[config.mk]
export PLATFORM = sky130hd
export DESIGN_NAME = multi_channel_countdown_timers_unit_flat
export DESIGN_NICKNAME = d
export VERILOG_FILES = /design/src/sv/mcct_pkg.sv /design/src/sv/mcct_ifs.sv /design/src/sv/mcct_ram.sv /design/src/sv/multi_channel_countdown_timers_unit.sv /design/src/flat_wrapper.sv
export SDC_FILE = /design/constraint.sdc
export NUM_CORES = 1
export LEC_CHECK = 0
export BUFFER_PORTS_ARGS = -buffer_cell sky130_fd_sc_hd__buf_2
export CORE_UTILIZATION = 40
export DETAILED_ROUTE_END_ITERATION = 8
export PLACE_DENSITY_LB_ADDON = 0.3
export SLEW_MARGIN = 25
export SYNTH_ARGS = -nofsm -noshare
export SYNTH_HDL_FRONTEND = slang
export SYNTH_SLANG_ARGS = --single-unit
[constraint.sdc]
create_clock -name clk -period 5 [get_ports clk]
set_input_delay 0.5 -clock clk [delete_from_list [all_inputs] [get_ports clk]]
set_output_delay 0.5 -clock clk [all_outputs]
set_load 0.005 [all_outputs]
[src/sv/mcct_pkg.sv]
`timescale 1ns / 1ps
`default_nettype none
// ----------------------------------------------------------------------------
// mcct_pkg: shared types and codes for the countdown timer bank
// Command codes, the stored timer entry and the dispatch limit.
// ----------------------------------------------------------------------------
package mcct_pkg;

	localparam int unsigned MAX_RESULTS = 8;
	localparam int unsigned FIRE_CNT_W  = 4;

	typedef logic [2:0] mode_t;

	localparam mode_t MODE_TICK     = 3'd0;
	localparam mode_t MODE_DISPATCH = 3'd1;
	localparam mode_t MODE_START    = 3'd2;
	localparam mode_t MODE_STOP     = 3'd3;
	localparam mode_t MODE_RUN      = 3'd4;
	localparam mode_t MODE_RELOAD   = 3'd5;
	localparam mode_t MODE_READ     = 3'd6;
	localparam mode_t MODE_NONE     = 3'd7;

	typedef struct packed {
		logic [31:0] count;
		logic        running;
		logic        expired;
		logic        base_sel;
	} timer_entry_t;

endpackage
`default_nettype wire

[src/sv/mcct_ifs.sv]
`timescale 1ns / 1ps
`default_nettype none
// ----------------------------------------------------------------------------
// mcct_ifs: command and response channels of the timer bank
// Valid/ready channels; a word moves when valid and ready are both high.
// ----------------------------------------------------------------------------
interface mcct_in_if;
	import mcct_pkg::*;

	logic        valid;
	logic        ready;
	mode_t       mode;
	logic [2:0]  timer_index;
	logic [31:0] count_value;
	logic        time_base;
	logic        run_state;
	logic        tenth_tick;
	logic        second_tick;

	modport source (
		output valid, mode, timer_index, count_value, time_base, run_state,
		       tenth_tick, second_tick,
		input  ready
	);

	modport sink (
		input  valid, mode, timer_index, count_value, time_base, run_state,
		       tenth_tick, second_tick,
		output ready
	);
endinterface

interface mcct_out_if;
	logic        valid;
	logic        ready;
	logic        fired_valid;
	logic [2:0]  fired_timer;
	logic [31:0] count_read;
	logic        last;

	modport source (
		output valid, fired_valid, fired_timer, count_read, last,
		input  ready
	);

	modport sink (
		input  valid, fired_valid, fired_timer, count_read, last,
		output ready
	);
endinterface
`default_nettype wire

[src/sv/mcct_ram.sv]
`timescale 1ns / 1ps
`default_nettype none
// ----------------------------------------------------------------------------
// mcct_ram: timer entry store
// One write and one read port, registered read. Entries never written read
// as zero through a per-entry valid bit cleared at reset.
// ----------------------------------------------------------------------------
module mcct_ram #(
	parameter int unsigned DEPTH = 8,
	parameter int unsigned AW    = 3
) (
	input  logic                  clk,
	input  logic                  arst_n,
	input  logic                  re,
	input  logic [AW-1:0]         raddr,
	output mcct_pkg::timer_entry_t rdata,
	input  logic                  we,
	input  logic [AW-1:0]         waddr,
	input  mcct_pkg::timer_entry_t wdata
);
	import mcct_pkg::*;

	timer_entry_t     mem [DEPTH];
	timer_entry_t     rdata_s1;
	logic [DEPTH-1:0] vld_q;
	logic             rvld_s1;

	always_ff @(posedge clk) begin
		if (we)
			mem[waddr] <= wdata;
		if (re)
			rdata_s1 <= mem[raddr];
	end

	always_ff @(posedge clk or negedge arst_n) begin
		if (!arst_n) begin
			vld_q   <= '0;
			rvld_s1 <= 1'b0;
		end else begin
			if (we)
				vld_q[waddr] <= 1'b1;
			if (re)
				rvld_s1 <= vld_q[raddr];
		end
	end

	assign rdata = rvld_s1 ? rdata_s1 : '0;

endmodule
`default_nettype wire

[src/sv/multi_channel_countdown_timers_unit.sv]
`timescale 1ns / 1ps
`default_nettype none
// ----------------------------------------------------------------------------
// multi_channel_countdown_timers_unit: bank of countdown timers
// Timer state held in a registered-read RAM, walked by a small sequencer.
// ----------------------------------------------------------------------------
// Usage:
//   cmd carries one command word: tick, dispatch, start, stop, run state,
//   reload or read. rsp returns one or more words per command; last marks
//   the final one. Dispatch gives one word per expired running timer
//   (ascending, at most eight), or a single empty word if none.
//   Tick and dispatch walk every entry through the RAM read/modify/write
//   pipe; single-timer commands visit one entry, and an unused mode or an
//   out-of-range index visits none. The walk is set by the one read and one
//   write port of the entry RAM.
//   The last response word sits in an output register, so the next command
//   is taken while it waits. A stalled receiver holds the walk only when a
//   dispatch needs to hand over a further word.
//   Reset clears all timers (stopped, zero count) at once; commands are
//   accepted in the first cycle after reset.
// ----------------------------------------------------------------------------
module multi_channel_countdown_timers_unit #(
	parameter int unsigned TIMER_COUNT = 8
) (
	input  logic       clk,
	input  logic       arst_n,
	mcct_in_if.sink    cmd,
	mcct_out_if.source rsp
);
	import mcct_pkg::*;

	localparam int unsigned IW = (TIMER_COUNT > 1) ? $clog2(TIMER_COUNT) : 1;
	localparam logic [IW-1:0] LAST_IDX = IW'(TIMER_COUNT - 1);

	typedef enum logic [1:0] {ST_IDLE, ST_WALK, ST_DONE} state_t;

	state_t                state_q;
	mode_t                 mode_q;
	logic [31:0]           cval_q;
	logic                  tb_q;
	logic                  rs_q;
	logic                  tenth_q;
	logic                  sec_q;
	logic [31:0]           rd_q;
	logic [IW-1:0]         raddr_q;
	logic [IW-1:0]         end_q;
	logic                  issued_q;
	logic                  vld_s1;
	logic [IW-1:0]         idx_s1;
	logic [FIRE_CNT_W-1:0] fire_n_q;
	logic                  pend_vld_q;
	logic [2:0]            pend_idx_q;
	logic                  out_vld_q;
	logic                  out_fv_q;
	logic [2:0]            out_ft_q;
	logic [31:0]           out_cnt_q;
	logic                  out_last_q;

	logic [6:0]    cmd_idx_ext;
	logic          cmd_ok;
	logic [IW-1:0] cmd_addr;
	timer_entry_t  cur;
	timer_entry_t  nxt;
	logic          fire;
	logic          slot_free;
	logic          stall;
	logic          walk_go;
	logic          ram_re;
	logic          ram_we;
	logic          out_load;

	assign cmd_idx_ext = 7'(cmd.timer_index);
	assign cmd_ok      = cmd_idx_ext < 7'(TIMER_COUNT);
	assign cmd_addr    = cmd_idx_ext[IW-1:0];

	mcct_ram #(
		.DEPTH (TIMER_COUNT),
		.AW    (IW)
	) u_ram (
		.clk    (clk),
		.arst_n (arst_n),
		.re     (ram_re),
		.raddr  (raddr_q),
		.rdata  (cur),
		.we     (ram_we),
		.waddr  (idx_s1),
		.wdata  (nxt)
	);

	always_comb begin
		nxt  = cur;
		fire = 1'b0;
		unique case (mode_q)
			MODE_TICK: begin
				if (cur.running) begin
					if (cur.count != '0) begin
						if (cur.base_sel ? sec_q : tenth_q)
							nxt.count = cur.count - 32'd1;
					end else begin
						nxt.expired = 1'b1;
					end
				end
			end
			MODE_DISPATCH: begin
				if (cur.running && cur.expired &&
				    fire_n_q < FIRE_CNT_W'(MAX_RESULTS)) begin
					nxt.running = 1'b0;
					nxt.expired = 1'b0;
					fire        = 1'b1;
				end
			end
			MODE_START: begin
				nxt.count    = cval_q;
				nxt.running  = 1'b1;
				nxt.expired  = 1'b0;
				nxt.base_sel = tb_q;
			end
			MODE_STOP: begin
				nxt.count   = '0;
				nxt.running = 1'b0;
				nxt.expired = 1'b0;
			end
			MODE_RUN: nxt.running = rs_q;
			MODE_RELOAD: begin
				if (cur.running)
					nxt.count = cval_q;
			end
			default: ;
		endcase
	end

	assign slot_free = !out_vld_q || rsp.ready;
	assign stall     = vld_s1 && fire && pend_vld_q && !slot_free;
	assign walk_go   = (state_q == ST_WALK) && !stall;
	assign ram_re    = walk_go && !issued_q;
	assign ram_we    = walk_go && vld_s1;
	assign out_load  = (walk_go && vld_s1 && fire && pend_vld_q) ||
	                   ((state_q == ST_DONE) && slot_free);

	always_ff @(posedge clk or negedge arst_n) begin
		if (!arst_n) begin
			state_q    <= ST_IDLE;
			mode_q     <= MODE_TICK;
			cval_q     <= '0;
			tb_q       <= 1'b0;
			rs_q       <= 1'b0;
			tenth_q    <= 1'b0;
			sec_q      <= 1'b0;
			rd_q       <= '0;
			raddr_q    <= '0;
			end_q      <= '0;
			issued_q   <= 1'b0;
			vld_s1     <= 1'b0;
			idx_s1     <= '0;
			fire_n_q   <= '0;
			pend_vld_q <= 1'b0;
			pend_idx_q <= '0;
			out_vld_q  <= 1'b0;
			out_fv_q   <= 1'b0;
			out_ft_q   <= '0;
			out_cnt_q  <= '0;
			out_last_q <= 1'b0;
		end else begin
			if (out_load)
				out_vld_q <= 1'b1;
			else if (rsp.ready)
				out_vld_q <= 1'b0;
			unique case (state_q)
				ST_IDLE: begin
					if (cmd.valid) begin
						mode_q     <= cmd.mode;
						cval_q     <= cmd.count_value;
						tb_q       <= cmd.time_base;
						rs_q       <= cmd.run_state;
						tenth_q    <= cmd.tenth_tick;
						sec_q      <= cmd.second_tick;
						rd_q       <= '0;
						fire_n_q   <= '0;
						pend_vld_q <= 1'b0;
						issued_q   <= 1'b0;
						vld_s1     <= 1'b0;
						if (cmd.mode == MODE_TICK || cmd.mode == MODE_DISPATCH) begin
							raddr_q <= '0;
							end_q   <= LAST_IDX;
							state_q <= ST_WALK;
						end else if (cmd_ok && cmd.mode != MODE_NONE) begin
							raddr_q <= cmd_addr;
							end_q   <= cmd_addr;
							state_q <= ST_WALK;
						end else begin
							state_q <= ST_DONE;
						end
					end
				end
				ST_WALK: begin
					if (!stall) begin
						if (vld_s1) begin
							if (mode_q == MODE_READ)
								rd_q <= cur.count;
							if (fire) begin
								fire_n_q   <= fire_n_q + 1'b1;
								pend_vld_q <= 1'b1;
								pend_idx_q <= 3'(idx_s1);
								// previous hit is not the final word
								if (pend_vld_q) begin
									out_fv_q   <= 1'b1;
									out_ft_q   <= pend_idx_q;
									out_cnt_q  <= '0;
									out_last_q <= 1'b0;
								end
							end
						end
						if (!issued_q) begin
							vld_s1 <= 1'b1;
							idx_s1 <= raddr_q;
							if (raddr_q == end_q)
								issued_q <= 1'b1;
							else
								raddr_q <= raddr_q + 1'b1;
						end else begin
							vld_s1  <= 1'b0;
							state_q <= ST_DONE;
						end
					end
				end
				ST_DONE: begin
					if (slot_free) begin
						out_fv_q   <= pend_vld_q;
						out_ft_q   <= pend_vld_q ? pend_idx_q : 3'd0;
						out_cnt_q  <= rd_q;
						out_last_q <= 1'b1;
						pend_vld_q <= 1'b0;
						state_q    <= ST_IDLE;
					end
				end
				default: state_q <= ST_IDLE;
			endcase
		end
	end

	assign cmd.ready       = (state_q == ST_IDLE);
	assign rsp.valid       = out_vld_q;
	assign rsp.fired_valid = out_fv_q;
	assign rsp.fired_timer = out_ft_q;
	assign rsp.count_read  = out_cnt_q;
	assign rsp.last        = out_last_q;

	a_accept_leaves_idle: assert property (@(posedge clk) disable iff (!arst_n)
		(cmd.valid && cmd.ready) |=> (state_q != ST_IDLE))
		else $error("command taken but sequencer stayed idle");

	a_fire_cap: assert property (@(posedge clk) disable iff (!arst_n)
		fire_n_q <= FIRE_CNT_W'(MAX_RESULTS))
		else $error("dispatch count beyond limit");

	a_stall_no_access: assert property (@(posedge clk) disable iff (!arst_n)
		stall |-> (!ram_we && !ram_re))
		else $error("RAM accessed during stall");

	a_open_dispatch: assert property (@(posedge clk) disable iff (!arst_n)
		(out_vld_q && !out_last_q) |-> pend_vld_q)
		else $error("non-final word without a held dispatch");

	a_pend_dispatch: assert property (@(posedge clk) disable iff (!arst_n)
		pend_vld_q |-> (mode_q == MODE_DISPATCH))
		else $error("held dispatch outside dispatch command");

endmodule
`default_nettype wire
[src/flat_wrapper.sv]
// flat-port wrapper written by rule: the top's interface ports become plain ports
module multi_channel_countdown_timers_unit_flat import mcct_pkg::*;
#(
	parameter int unsigned TIMER_COUNT = 8
)
  (clk, arst_n, cmd_valid, cmd_mode, cmd_timer_index, cmd_count_value, cmd_time_base, cmd_run_state, cmd_tenth_tick, cmd_second_tick, cmd_ready, rsp_valid, rsp_fired_valid, rsp_fired_timer, rsp_count_read, rsp_last, rsp_ready);
  mcct_in_if cmd_i ();
  mcct_out_if rsp_i ();
  input  logic clk;
  input  logic arst_n;
  input wire logic [$bits(cmd_i.valid)-1:0] cmd_valid;
  input wire logic [$bits(cmd_i.mode)-1:0] cmd_mode;
  input wire logic [$bits(cmd_i.timer_index)-1:0] cmd_timer_index;
  input wire logic [$bits(cmd_i.count_value)-1:0] cmd_count_value;
  input wire logic [$bits(cmd_i.time_base)-1:0] cmd_time_base;
  input wire logic [$bits(cmd_i.run_state)-1:0] cmd_run_state;
  input wire logic [$bits(cmd_i.tenth_tick)-1:0] cmd_tenth_tick;
  input wire logic [$bits(cmd_i.second_tick)-1:0] cmd_second_tick;
  output wire logic [$bits(cmd_i.ready)-1:0] cmd_ready;
  output wire logic [$bits(rsp_i.valid)-1:0] rsp_valid;
  output wire logic [$bits(rsp_i.fired_valid)-1:0] rsp_fired_valid;
  output wire logic [$bits(rsp_i.fired_timer)-1:0] rsp_fired_timer;
  output wire logic [$bits(rsp_i.count_read)-1:0] rsp_count_read;
  output wire logic [$bits(rsp_i.last)-1:0] rsp_last;
  input wire logic [$bits(rsp_i.ready)-1:0] rsp_ready;
  assign cmd_i.valid = cmd_valid;
  assign cmd_i.mode = cmd_mode;
  assign cmd_i.timer_index = cmd_timer_index;
  assign cmd_i.count_value = cmd_count_value;
  assign cmd_i.time_base = cmd_time_base;
  assign cmd_i.run_state = cmd_run_state;
  assign cmd_i.tenth_tick = cmd_tenth_tick;
  assign cmd_i.second_tick = cmd_second_tick;
  assign cmd_ready = cmd_i.ready;
  assign rsp_valid = rsp_i.valid;
  assign rsp_fired_valid = rsp_i.fired_valid;
  assign rsp_fired_timer = rsp_i.fired_timer;
  assign rsp_count_read = rsp_i.count_read;
  assign rsp_last = rsp_i.last;
  assign rsp_i.ready = rsp_ready;
  multi_channel_countdown_timers_unit #(.TIMER_COUNT(TIMER_COUNT)) u_core (.clk(clk), .arst_n(arst_n), .cmd(cmd_i), .rsp(rsp_i));
endmodule
# ---- After elaboration in Yosys (flattened, before gate mapping)
# Memory sizes are Yosys's and may differ from the RTL's. A register that Yosys moved wholly into a read port is not among the register bits.
# Cells that the tools add are included.
dict set report word_totals {
  ff_bits 139
  ramBits 280
  in_bits 46
  mem_count 1
}
dict set report op_classes {
  addsub 3
  n_lt_le_gt_ge 5
  eq_ne 22
  n_mux 86
  bitwise_logic 3
  reduce_logical 41
}
# memory depth word_bits rd rd_ports_with_merged_regs wr line
set mem_list {}
lappend mem_list {u_core.u_ram.mem 8 35 1 1 1 mcct_ram.sv:23} ;# timer_entry_t mem [DEPTH];
# operator n
set op_table {}
lappend op_table {{32-bit 2-to-1 mux} 13}
lappend op_table {{32-bit case mux with 2 select lines} 2}
lappend op_table {{32-bit case mux with 4 select lines} 1}
lappend op_table {{3-bit 2-to-1 mux} 13}
lappend op_table {{35-bit 2-to-1 mux} 1}
lappend op_table {{1-bit 2-to-1 mux} 32}
lappend op_table {{32-bit nonzero test} 1}
lappend op_table {{32-bit by 1-bit subtractor with 32-bit output (second input constant)} 1}
lappend op_table {{6-bit AND reduction} 3}
lappend op_table {{4-bit 2-to-1 mux} 4}
lappend op_table {{2-bit 2-to-1 mux} 7}
lappend op_table {{1-bit logical AND} 13}
lappend op_table {{3-bit by 4-bit less-than comparator with 1-bit output (second input constant)} 3}
lappend op_table {{3-bit case mux with 2 select lines} 2}
lappend op_table {{2-bit by 1-bit inequality test with 1-bit output (second input constant)} 5}
lappend op_table {{2-bit inequality test (second input constant)} 5}
lappend op_table {{5-bit AND reduction} 2}
lappend op_table {{3-bit == test (second input constant)} 3}
lappend op_table {{3-bit AND reduction} 3}
lappend op_table {{8-bit bitwise OR} 1}
lappend op_table {{1-bit case mux with 2 select lines} 4}
lappend op_table {{4-bit case mux with 2 select lines} 1}
lappend op_table {{4-bit AND reduction} 2}
lappend op_table {{2-bit nonzero test} 4}
lappend op_table {{24 further kinds} 34}

# ---- Depth between registers and ports, before layout
# Gate-level depths: netlist (run 1).
dict set report logic_depth {
  depth_word 15
  ltp_mapped 12
  depth_no_buf 8
}

# ---- By module
# Synthesis (run 1) repeated with hierarchy kept, for this count alone.
dict set report hier_totals {
  cells_unflattened 1275
  hier_area_um2 19017.0
}
# module n_inst cells_per_inst area_each_um2 seq_area_each_um2
set modules_own_cells {}
lappend modules_own_cells {mcct_ram 1 515 12209.2 9684.3}
lappend modules_own_cells {multi_channel_countdown_timers_unit 1 760 6807.8 3253.1}

# ---- Worst setup path before layout (run 1)
# Ideal clock, no wire load.
dict set report synth_timing {
  kind {register to register}
  start {register u_core.state_q[0]}
  end {memory u_core.u_ram.mem[4][0] in the netlist's numbering (enable)}
  setup_time_ns 0.472
  arrival_time_ns 3.640
  required_ns 4.528
  slack_ns 0.887
  path_stages_with_launch 6
  n_path_buf 2
  synth_period_minus_slack_ns 4.113
  cell_sequence {dfrtp_1 -> clkbuf_1 -> nand2b_1 -> clkbuf_1 -> or3_1 -> nor3_1}
}
dict set report synth_via {
  elab_chain_cells 5
}
# element line
set synth_lines {}
lappend synth_lines {{from (decl)} multi_channel_countdown_timers_unit.sv:37} ;# state_t state_q;
lappend synth_lines {{from (signal assigned)} multi_channel_countdown_timers_unit.sv:142} ;# state_q <= ST_IDLE;
lappend synth_lines {{from (signal assigned)} multi_channel_countdown_timers_unit.sv:185} ;# state_q <= ST_WALK;
lappend synth_lines {{from (signal assigned)} multi_channel_countdown_timers_unit.sv:189} ;# state_q <= ST_WALK;
lappend synth_lines {{2-bit by 1-bit == test with 1-bit output} multi_channel_countdown_timers_unit.sv:134} ;# assign walk_go = (state_q == ST_WALK) && !stall;
lappend synth_lines {{1-bit logical AND} multi_channel_countdown_timers_unit.sv:134}
lappend synth_lines {{1-bit logical AND} multi_channel_countdown_timers_unit.sv:136} ;# assign ram_we = walk_go && vld_s1;
lappend synth_lines {{1-bit 2-to-1 mux} mcct_ram.sv:29} ;# if (we)
lappend synth_lines {{1-bit 2-to-1 mux (implied by the code)} mcct_ram.sv:30} ;# mem[waddr] <= wdata;
lappend synth_lines {{to (decl)} mcct_ram.sv:23}
# Every way passes these cells.

==> results.yml, run 1 <==
critical_path:
  cp_slowest_cell: "o31ai_1"
  cp.required_ns: 5.22
  startpoint_type: "flip-flop"
  crit_path_end_kind: "flip-flop"
  path_max_fanout: 20
  critPathKind: "reg -> reg"
  crit_chain: "nand2_1 -> ha_1 -> or4b_2 -> o22ai_1 -> nand3_2 -> or2b_1 -> nor3_1 -> o31ai_1"
  worstPathArrival_ns: 3.91
  critPathMaxStageDelay_ns: 0.75
layout:
  layout.nets: 1380
  syn2layout_area_growth_pct: 13.9
  post-route-cell-area_sq_um: 21400
  stdcell_count: 1967
  antennaDiodeCount: 0
  layout-drive-gt1-share: 0.247
  fillCellCount: 3992
yosys:
  synth.mux.area_fraction: 0.116
  post-synth-top-area-cell: "edfxtp_1"
  syn_area_per_cell_sq_um: 15.0
  yosys.area_share.xor_xnor: 0.00887
  yosys.area_share.simple: 0.0943
  synth_enable_flop_cells: 315
  ys_top_cells_by_count: "315 x edfxtp_1, 204 x nand2_1, 139 x dfrtp_1, 72 x mux4_2, 66 x o21ai_0"
  syn_nets: 1303
  synthFlopType: "edfxtp_1"
  synth_area_sq_um: 18800
  synth_compound_area_frac: 0.0711
  synth_top_family_by_area: "multiplexers"
  synth_most_common_cell: "edfxtp_1"
  synth_top_cell_area_share: 0.504
  yosysSeqAreaShare: 0.690
  synth-seq-cells: 454
  syn_inst: 1253
  async_flop_share: 0.306
  synth_cell_type_count: 66
  synthTopCellsByArea: "edfxtp_1 50%, dfrtp_1 19%, mux4_2 8.6%"
  yosys_warnings: 0
  synth_adder_area_share: 0.00267
grt:
  grt_overflow: 0
  grt_first_pass_wirelength_mm: 68.1
  grt_antenna_before_repair: 0
  track_usage: 0.191
  grt_max_degree: 98
  grt_pass1_vias: 10900
placed_design:
  port_buffers: 84
  placed_area_sq_um: 19900
  dp_cells: 1882
  gp_congestion: 0.845
  dpl.hpwl_mm: 27.3
die:
  core_sq_um: 45800
  start_util: 0.410
  die_area_sq_um: 47700
  pin_count: 85
  num_rows: 78
  die_w_um: 219
  die_y_um: 219
detailed_routing:
  first_pass_iters: 6
  ant_nets: 0
  drt-met1-wl_mm: 20.3
  route.met3.wl_mm: 2.83
  route.detailed.drc: 0
  wl_met2_mm: 20.6
  vias: 11100
  wl_per_cell_um: 22.7
  viasPerCell: 5.64
  drt-initial-drc-count: 1222
  routed_wl_mm: 44.6
  top_layer_used: "met4"
timing:
  hold_ws_ns: 0.0179
  fin_tns_setup_ns: 0
  post-route-min-period_ns: 3.69
  period_share: 0.738
  clock_skew_ns: 0.0173
  setup_viol: 0
  slew_viol_final: 0
  rsz0062_at_grt: "false"
  worst_slew_pin_slew_ns: 0.928
  relSlewSlack: 0.375
  timing.final.hold_violations: 0
  fmax_mhz: 271
clock_network:
  cts_resized: 0
  ctsLongestPathBuffers: 3
  postCtsSetupRepairBufs: 0
  cts-root-buf: "clkbuf_16"
  clk_pin_slew_ns: 0.06
  cts.sinks: 454
  cts_tree: "built"
  numCtsBuffers: 46
  htree_levels: 2
  clk_latency_ns: 0.56
  cts_hold_buf: 0
power:
  swShare: 0.341
  p_clk_frac: 0.233
  intPower_mw: 9.39
  power_density_nw_per_um2: 666
  ir_drop_mv: 0.353
  p_sw_mw: 4.85
  power_leakage_nw: 7.86
  power_frac_comb: 0.305
  sequentialPowerShare: 0.462
outcome:
  status: "finished clean"
run:
  drv_cap: 0
hold_path:
  hp-class: "in -> async"
==> final cells by class <==
| type | instances | area (sq um) | share of cell area |
|---|---|---|---|
| Clock buffer | 67 | 1350 | 0.0631 |
| Tap cell | 600 | 751 | 0.0351 |
| Clock inverter | 18 | 118 | 0.00551 |
| Sequential cell | 454 | 12900 | 0.606 |
| Inverter | 2 | 7.51 | 0.000351 |
| Multi-Input combinational cell | 719 | 5580 | 0.261 |
| Timing Repair Buffer | 107 | 612 | 0.0286 |
==> kinds of logic after synthesis <==
| group | after synthesis |
|---|---|
| buffers and inverters | 80 |
| AND/OR/NAND/NOR | 383 |
| multiplexers | 121 |
| XOR/XNOR | 19 |
| AO/OA/AOI/OAI | 192 |
| adder cells (fa/ha/maj) | 4 |
| flip-flops | 454 |
==> worst paths after layout <==
| check | from | to | slack (ns) | depth (start not counted) |
|---|---|---|---|---|
| worst max-delay path | u_core.u_ram.rdata_s1[3] | u_core.u_ram.mem[4][9] | 1.31 | 8 |
| worst min-delay path | arst_n | u_core.state_q[1] | 0.02 | 1 |
| worst max register to register | u_core.u_ram.rdata_s1[3] | u_core.u_ram.mem[4][9] | 1.31 | 8 |
| worst min register to register | u_core.u_ram.vld_q[2] | u_core.u_ram.vld_q[2] | 0.46 | 1 |
| max in group asynchronous | arst_n | u_core.raddr_q[1] | 3.79 | 2 |
| min in group clk | cmd_count_value[12] | u_core.cval_q[12] | 0.13 | 3 |
==> metrics by stage <==
stage	utilization	total power, mW	worst slack, ns
final	0.467	14.2	1.31
after global routing	0.467	15.0	1.10
after CTS	0.466	14.4	1.36
after detailed placement	0.434	11.0	1.43
after global placement	0.434	10.9	1.52
after floorplan	-	9.27	0.887
==> metal layers <==
metal	vias to the layer above	GRT usage
met1	5691	0.278
met5	-	0
met3	60	0.0363
li1	4976	-
met4	0	0.0497
met2	368	0.294
==> state kept, by name, summed over array words and instances, names as in the netlist, 2 cells and up <==
name,flops
u_core.u_ram.vld_q,8
u_core.rsp.fired_timer,3
u_core.pend_idx_q,3
u_core.u_ram.rdata_s1,35
u_core.fire_n_q,4
u_core.cval_q,32
u_core.rd_q,32
u_core.end_q,3
u_core.mode_q,3
u_core.state_q,2
u_core.idx_s1,3
u_core.rsp.count_read,32
u_core.raddr_q,3
u_core.u_ram.mem,280
==> layout by cell type, fill, tap and decap left out, drive strengths merged, types with 4 or more instances in the layout <==
cell type  count
and3           4
nand2b         6
and2           5
nor3          10
o21ai         68
nor2b          7
nand4          8
xnor2         13
dfrtp        139
clkbuf        67
nand3         51
o221ai        16
or3           11
a32oi          5
o41ai          4
a22o          34
mux4          72
or4           10
nor2          40
a21oi         19
buf          107
ha             4
clkinv        13
a31oi          8
nand3b         4
edfxtp       315
nand2        204
xor2           6
inv            5
or2           10
o31ai         12
mux2          45
o31a           4
a2bb2oi        4
nor3b          4
mux2i          4
==> worst max-delay path, delay by kind of cell, from the launching register on <==
kind,cells,cell delay (ns)
compound gates,2,1.08
flops,1,0.42
fa+ha+maj,1,0.21
simple gates,5,1.65
==> power by group through the flow <==
stage	sequential [mW]	clock (mW)	combinational, mW
global placement	6.60	0	4.27
global route	6.70	3.52	4.75
detailed placement	6.64	0	4.35
finish	6.58	3.32	4.34
CTS	6.58	3.40	4.38
floorplan	6.21	0	3.07
No activity file was read; power rests on OpenSTA's default activity.
==> run 2, diff against run 1 <==
Clock period 5 ns to 3.51 ns, I/O delays scaled along.
==> run 2 against run 1 <==
Compared with the run above: register-to-register slack got worse by 1.0 ns; first-iteration DRC count decreased by 9.4%; clock-buffer cell count increased by 4; largest power group unchanged; highest routed layer unchanged.
==> results.yml, run 2 (synthesis gave the netlist of run 1 again) <==
critical_path:
  crit_chain: "or4_4 -> o41ai_4 -> nand3_2 -> buf_4 -> nand3_1 -> a21oi_1 -> o21ai_0"
  regToRegEndpoint: "u_core.u_ram.mem[7][18]"
  critPathKind: "reg -> reg"
  worstPathArrival_ns: 3.46
  cp_top_family: "compound AO/OA/AOI/OAI gates"
  cp_slowest_cell: "o21ai_0"
  reg2reg_from: "u_core.u_ram.rdata_s1[18]"
  r2r_cells: 7
  critPathMaxStageDelay_ns: 0.63
  startpoint_type: "flip-flop"
  crit_cells: 7
  rrSetupSlack_ns: 0.31
  crit_path_end_kind: "flip-flop"
  path_max_fanout: 16
  cp.required_ns: 3.77
  path_buf_inv: 1
timing:
  hold_ws_ns: 0.0256
  slew_viol_final: 0
  fin_tns_setup_ns: 0
  worst_slew_pin_slew_ns: 1.01
  period_share: 0.912
  rsz0062_at_grt: "false"
  layout_setup_ws_ns: 0.308
  fmax_mhz: 312
  timing.final.hold_violations: 0
  relSlewSlack: 0.324
  post-route-min-period_ns: 3.20
  clock_skew_ns: 0.0281
  setup_viol: 0
grt:
  grt_pass1_vias: 11400
  grt_antenna_before_repair: 0
  grt_overflow: 0
  track_usage: 0.197
  grt_max_degree: 106
  grt_first_pass_wirelength_mm: 70.1
detailed_routing:
  routed_wl_mm: 45.7
  route.detailed.drc: 0
  drt-initial-drc-count: 1107
  vias: 11400
  viasPerCell: 5.64
  wl_per_cell_um: 22.6
  first_pass_iters: 5
  ant_nets: 0
clock_network:
  clk_latency_ns: 0.59
  cts_resized: 0
  cts_tree: "built"
  postCtsSetupRepairBufs: 0
  cts.sinks: 454
  clk_pin_slew_ns: 0.06
  numCtsBuffers: 46
  cts-root-buf: "clkbuf_16"
  ctsLongestPathBuffers: 3
  htree_levels: 2
hold_path:
  hold_end: "u_core.cval_q[8]"
  hp-class: "in -> reg"
  min_delay_path_depth: 3
  min_from: "cmd_count_value[8]"
run:
  drv_cap: 0
power:
  ir_drop_mv: 0.425
  power_density_nw_per_um2: 938
  power_leakage_nw: 8.17
  fin_total_pwr_mw: 20.7
layout:
  utilization: 0.482
  layout_commonest_cell: "edfxtp_1"
  largest-register: "u_core.u_ram.mem"
  multi_input_area_sq_um: 5580
  largest_reg_flops: 280
  syn2layout_area_growth_pct: 17.7
  reg_top3: "u_core.u_ram.mem (280), u_core.u_ram.rdata_s1 (35)"
  layout.nets: 1440
  layout-drive-gt1-share: 0.250
  register_area_sq_um: 12900
  antennaDiodeCount: 0
  fillCellCount: 3889
  final_cell_mix: "315 x edfxtp_1, 204 x nand2_1, 135 x dfrtp_1, 83 x buf_2, 72 x mux4_2"
die:
  die_y_um: 219
  core_sq_um: 45800
  num_rows: 78
  start_util: 0.410
  die_area_sq_um: 47700
  pin_count: 85
  die_w_um: 219
placed_design:
  gp_congestion: 0.880
  post-place-ws_ns: 0.316
  port_buffers: 84
  dpl.hpwl_mm: 29.2
outcome:
  status: "finished clean"
run 2: changes by cell type in the layout (fill, tap and decap cells not counted), sizes merged:
| cell | delta |
|---|---|
| clkbuf | +5 |
| bufinv | +1 |
| buf | +21 |
| inv | -3 |
| dlygate4sd3 | +38 |
| clkinv | -2 |
run 2: metal layers:
| layer | up-vias | track usage | part of all wire |
|---|---|---|---|
| li1 | 5088 | - | - |
| met1 | 5869 | 0.280 | 0.45 |
| met2 | 392 | 0.308 | 0.46 |
| met3 | 80 | 0.0374 | 0.067 |
| met4 | 0 | 0.0557 | 0.023 |
| met5 | - | 0 | 0 |
run 2: timing repair:
item,4_1_cts,5_1_grt
hold buffers,38,0
endpoints found under the setup margin,0,0
endpoints found under the hold margin,140,0
run 2: cell type report:
type                    instances  share of cell area
clock buffers                  71              0.0634
inverters                       2            0.000340
clock inverters                14             0.00527
multi-input cells             719               0.253
well taps                     600              0.0340
flip-flops and latches        454               0.586
repair buffers                167              0.0576
run 2: worst max path at each step:
stage / to / slack [ns] / start
4_1_cts: u_core.u_ram.mem[5][18] / 0.28 / u_core.u_ram.rvld_s1
3_3_place_gp: u_core.u_ram.mem[2][6] / 0.40 / u_core.u_ram.rvld_s1
6_report: u_core.u_ram.mem[7][18] / 0.31 / u_core.u_ram.rdata_s1[18]
3_5_place_dp: u_core.u_ram.mem[7][18] / 0.32 / u_core.u_ram.rdata_s1[18]
2_1_floorplan: u_core.idx_s1[0] / 0.15 / u_core.state_q[0]
5_1_grt: u_core.u_ram.mem[7][18] / 0.05 / u_core.u_ram.rvld_s1
run 2: report_power, final:
group	internal [mW]	leakage, nW	switching, mW
logic	2.62	2.74	4.01
registers	8.21	4.69	0.976
clock network	2.88	0.744	1.99
total	13.7	8.17	6.98
run 2: worst register-to-register path: stages (launching register included):
cell and delay, ns:
edfxtp_1 0.48, or4_4 0.62, o41ai_4 0.54, nand3_2 0.13, buf_4 0.23, nand3_1 0.17
a21oi_1 0.09, o21ai_0 0.63
run 2: metrics by stage:
| stage | instance area, sq um | cells |
|---|---|---|
| global route | 22100 | 2027 |
| CTS | 22100 | 2027 |
| detailed placement | 20200 | 1904 |
| finish | 22100 | 2027 |
| global placement | 20200 | 1904 |
| floorplan | 18800 | 1253 |
